--- src/hdl/bmhpq_pkg.sv ---
// bmhpq_pkg: shared constants, codes and types of the max priority queue.
// Used by the cell row, the top level and the checker; depends on nothing else.
package bmhpq_pkg;

   localparam int DEPTH   = 64;
   localparam int KEY_W   = 32;
   localparam int CAP_W   = 7;
   localparam int COUNT_W = 7;
   localparam int CNT_W   = $clog2(DEPTH + 1);
   localparam int EXT_W   = (CAP_W > CNT_W) ? CAP_W : CNT_W;
   localparam int TDATA_W = 48;

   typedef logic signed [KEY_W-1:0] key_type;

   typedef enum logic [1:0] {
      OP_HOLD = 2'd0,
      OP_PUSH = 2'd1,
      OP_POP  = 2'd2
   } op_type;

   typedef struct packed {
      op_type  op;
      key_type key;
   } cell_ctrl_type;

   localparam logic KIND_INSERT = 1'b0;
   localparam logic KIND_REMOVE = 1'b1;

   localparam logic [1:0] STATUS_DONE       = 2'd0;
   localparam logic [1:0] STATUS_FULL_REJ   = 2'd1;
   localparam logic [1:0] STATUS_EMPTY_REJ  = 2'd2;

endpackage

--- src/hdl/bmhpq_cell.sv ---
// bmhpq_cell: one slot of the sorted cell row, largest key in cell 0.
// Depends on bmhpq_pkg.
module bmhpq_cell (
   input  logic                   clock,
   input  bmhpq_pkg::cell_ctrl_type ctrl,
   input  logic                   occupied,
   input  bmhpq_pkg::key_type     prev_data,
   input  logic                   prev_gt,
   input  bmhpq_pkg::key_type     next_data,
   output bmhpq_pkg::key_type     data,
   output logic                   gt
);
   import bmhpq_pkg::*;

   key_type data_ff;
   key_type data_in;

   // new key beats this slot; empty slots always lose
   assign gt = !occupied || (ctrl.key > data_ff);
   assign data = data_ff;

   always_comb begin
      data_in = data_ff;
      case (ctrl.op)
         OP_PUSH: begin
            if (gt) begin
               data_in = prev_gt ? prev_data : ctrl.key;
            end
         end
         OP_POP:  data_in = next_data;
         OP_HOLD: data_in = data_ff;
         default: data_in = data_ff;
      endcase
   end

   always_ff @(posedge clock) begin
      data_ff <= data_in;
   end

endmodule

--- config.mk ---
export PLATFORM = sky130hd
export DESIGN_NAME = bmhpq_cell
export DESIGN_NICKNAME = d
export VERILOG_FILES = /design/src/hdl/bmhpq_pkg.sv /design/src/hdl/bmhpq_cell.sv
export SDC_FILE = /design/constraint.sdc
export NUM_CORES = 1
export LEC_CHECK = 0
export BUFFER_PORTS_ARGS = -buffer_cell sky130_fd_sc_hd__buf_2
export CAP_MARGIN = 10
export CELL_PAD_IN_SITES_DETAIL_PLACEMENT = 0
export CELL_PAD_IN_SITES_GLOBAL_PLACEMENT = 1
export CORE_MARGIN = 8
export CORE_UTILIZATION = 32
export DETAILED_ROUTE_END_ITERATION = 16
export PLACE_DENSITY_LB_ADDON = 0.3
export SETUP_SLACK_MARGIN = 0.4
export SYNTH_ARGS = -nofsm -noshare
export SYNTH_HDL_FRONTEND = slang
export SYNTH_SLANG_ARGS = --single-unit
--- constraint.sdc ---
create_clock -name clock -period 4.4 [get_ports clock]
set_clock_uncertainty 0.15 [all_clocks]
set_input_delay 0.44 -clock clock [delete_from_list [all_inputs] [get_ports clock]]
set_output_delay 0.44 -clock clock [all_outputs]
set_load 0.01 [all_outputs]
==> results summary <==
The register with the most flip-flops in the layout has 32 of them. The first global-routing pass estimated approximately 12,000 um of wire. The met3 global-route usage is 4.58%. The worst setup slack after layout is approximately 1.4 ns. The mean number of vias per cell is 4.70. The combinational fraction of design power is ~28%. The leakage component of the power came out at between 1.5 and 2 nW. 134 I/O pins were placed.

Internal power comes to around 0.00066 W. The maximum fanout along the worst path came out at 17. The flip-flop and latch count after synthesis came out at 32. The startpoint kind of the worst setup timing path is a flip-flop.

In the final layout, the share of cells above drive strength 1 is 37.5%. The area taken by flip-flops and latches is 961 sq um. The placed standard-cell area came out at roughly 0.0033 sq mm. The worst slew margin relative to its limit came out at roughly a third.

The CTS tree is built. The HPWL after detailed placement is 6190 um. The relative area change from synthesis to final layout is 35.9%. Of the synthesized area, sequential elements account for between 30% and 40%.

STA classifies the critical path endpoint as a flip-flop. The count of pins over their slew limit is 0. After clock tree synthesis, the setup repair step added 0 buffers. The combined area of all synthesized cells is approximately 0.0025 sq mm. In this run, post-CTS repair resized a total of 0 instances. The async set or reset register ratio after synthesis came out at 0%.

The number of design rule violations left after detail routing came out at 0. After synthesis, the mean cell area works out to around 9.6 sq um. At the later pin of the worst-skew pair, clock insertion delay measures between 0.2 and 0.3 ns.

At the pin with the least slew margin, the transition time is 0.987 ns. The final weighted congestion in routability-driven placement is ~0.7. The clock network power share came out at just under 30%. The horizontal die dimension is 104 um. The power consumption came out at 0.000934 W. The average wire length per cell after detail routing is between 15 and 20 um. The area of the die is 0.0108 sq mm.

The largest area contributor in the netlist is sky130_fd_sc_hd__edfxtp_1. met2 is the most crowded layer. The worst hold path belongs to the class in -> reg. The number of H-tree levels came out at 2. The number of detailed-routing iterations run before antenna repair is 4. The predominant post-synthesis flop cell is sky130_fd_sc_hd__edfxtp_1. The area of combinational cells with multiple inputs came out at between 0.001 and 0.0015 sq mm. After clock tree synthesis, the clock-pin slew on the worst setup and hold paths is around 0.070 ns.

The number of antenna violations at the first check in global routing came out at 1. During synthesis, Yosys emitted a total of 0 warnings. After routing the design area is approximately 0.0034 sq mm. The vertical die dimension came out at approximately 100 um. Counting the buffers created by CTS gives 5.

Counting every instance in the synthesized netlist gives approximately 260. The analysis attributes to net switching a power of roughly 0.00027 W. The shortest period the worst path allows is 3.01 ns.

The global routing usage on met1 is about 16%. Sorting the synthesized cells by how often they occur yields 36 x sky130_fd_sc_hd__nand2_1, 34 x sky130_fd_sc_hd__o21ai_0. The count of nets left with antenna violations after detail routing came out at 0. Counting flops with a built-in enable in the synthesized netlist gives 32.

The aggregate routed wire length came out at approximately 7400 um. The switching power as a share of total power came out at 29.1%. Summed over all layers, the global routing overflow is 0. The most repeated cell in the gate-level netlist after synthesis is sky130_fd_sc_hd__nand2_1. After the first detailed-routing iteration, the DRC count stood at 50.

By startpoint and endpoint, the worst setup path is classified as reg -> reg. The run finished with clean final reports. The number of failing hold endpoints at the final stage is 0.

The number of violations of the max-capacitance limit came out at 0. The sequential share of power came out at a little over two fifths. Setup repair after global routing left no endpoint under its margin.

The via total after detailed routing came out at 2,311. The initial core utilization is between 30% and 40%. The core region is ~0.0076 sq mm. The clock passes through at most 2 buffers. The final-stage net count is around 520. Across the VDD grid, the largest voltage drop is between 0.1 and 0.15 mV. Row generation in the floorplan step produced 32 rows. The worst setup slack before clock tree synthesis is between 1 and 1.5 ns. For this run, the top clock speed supported by timing is 332 MHz. The final critical path takes up 68.4% of the cycle. The number of fill cells in the layout is 797. The portion of synthesized cell area occupied by the leading cell type is 38.8%. Clock tree synthesis selected as its root buffer the cell sky130_fd_sc_hd__clkbuf_8.

The critical path data required time came out at between 4 and 5 ns. CTS saw 32 sinks. In the global route stage, met2 resource usage came out at a little under a quarter. Sorting the synthesized cells by area gives the leading types as sky130_fd_sc_hd__edfxtp_1 39%, sky130_fd_sc_hd__ha_1 16%, sky130_fd_sc_hd__mux2i_1 13%. The signal arrival time at the worst endpoint came out at between 2 and 3 ns.

Port buffering added 133 buffers. The global-route usage over all layers came out at a little over an eighth. The hold-fix buffer count after cts is 0. The synthesized netlist net count is 390. For the final routed database, the setup TNS stands at 0 ns.

Counting distinct cell types in the post-synthesis netlist gives 26. The maximum number of pins on one net before global-route repair came out at 53. The number of global-route vias before repair came to roughly 2,500.

The number of setup violations in the final report came out at 0. The areal power density over the cells came out at around 280 mW/mm^2.
-- through the flow --
stage	cells	hold WS, ns	util [%]
after floorplan	257	0.477	-
after global placement	483	0.563	42.8
after detailed placement	483	0.573	42.8
after CTS	491	0.268	44.2
after global routing	491	0.271	44.2
final	492	0.274	44.2
-- layout make-up --
| type | instances | area share [%] |
|---|---|---|
| diodes | 1 | 0.0744 |
| clock buffers | 5 | 2.05 |
| clock inverters | 3 | 1.12 |
| inverters | 32 | 3.57 |
| multi-input cells | 182 | 40.6 |
| flip-flops and latches | 32 | 28.6 |
| well taps | 102 | 3.79 |
| repair buffers | 135 | 20.2 |
-- critical path: stages, from the launching register on --
cell and delay, ns:
sky130_fd_sc_hd__edfxtp_1 0.36, sky130_fd_sc_hd__inv_1 0.05, sky130_fd_sc_hd__ha_1 0.32, sky130_fd_sc_hd__nand4_2 0.16, sky130_fd_sc_hd__nor4_1 0.50, sky130_fd_sc_hd__o41ai_1 0.25, sky130_fd_sc_hd__a31oi_4 0.55, sky130_fd_sc_hd__buf_4 0.36
-- per-layer routing --
| layer | routed length, um | part of all wire, % |
|---|---|---|
| met5 | 16 | 0.22 |
| met4 | 102 | 1.4 |
| met3 | 534 | 7.2 |
| met2 | 3520 | 47 |
| met1 | 3230 | 44 |
-- cells by family after synthesis --
group	share of synthesized area (%)
adder cells (fa/ha/maj)	16.2
buffers and inverters	6.92
flip-flops	38.8
AO/OA/AOI/OAI	14.2
multiplexers	12.9
AND/OR/NAND/NOR	11.0
-- layout by cell type, fill, tap and decap left out, types with 2 or more instances in the layout --
cell,n
sky130_fd_sc_hd__a211oi_1,2
sky130_fd_sc_hd__a21o_1,4
sky130_fd_sc_hd__a21oi_1,12
sky130_fd_sc_hd__buf_2,133
sky130_fd_sc_hd__buf_4,2
sky130_fd_sc_hd__clkbuf_8,5
sky130_fd_sc_hd__clkinv_1,2
sky130_fd_sc_hd__edfxtp_1,32
sky130_fd_sc_hd__ha_1,32
sky130_fd_sc_hd__inv_1,32
sky130_fd_sc_hd__mux2i_1,32
sky130_fd_sc_hd__nand2_1,36
sky130_fd_sc_hd__nand3_1,3
sky130_fd_sc_hd__nand4_1,6
sky130_fd_sc_hd__nand4_2,2
sky130_fd_sc_hd__nor2_1,2
sky130_fd_sc_hd__nor2b_1,3
sky130_fd_sc_hd__nor4_1,2
sky130_fd_sc_hd__o21ai_0,34
sky130_fd_sc_hd__o41ai_1,2
-- worst paths after layout --
check | startpoint | endpoint | slack (ns) | depth (start not counted)
worst min-delay path | next_data[26] | data[26] | 0.27 | 3
worst min register to register | data[31] | data[30] | 1.15 | 6
worst max-delay path | data[30] | data[5] | 1.39 | 7
worst max register to register | data[30] | data[5] | 1.39 | 7
-- power groups by stage --
stage	combinational (W)	clock [W]	sequential [W]
2_1_floorplan	0.000134	0	0.000414
4_1_cts	0.000272	0.000285	0.000393
3_3_place_gp	0.000265	0	0.000398
6_report	0.000266	0.000276	0.000392
5_1_grt	0.000304	0.000296	0.000396
3_5_place_dp	0.000272	0	0.000399
Note: power is estimated with default switching activity, not from simulation.
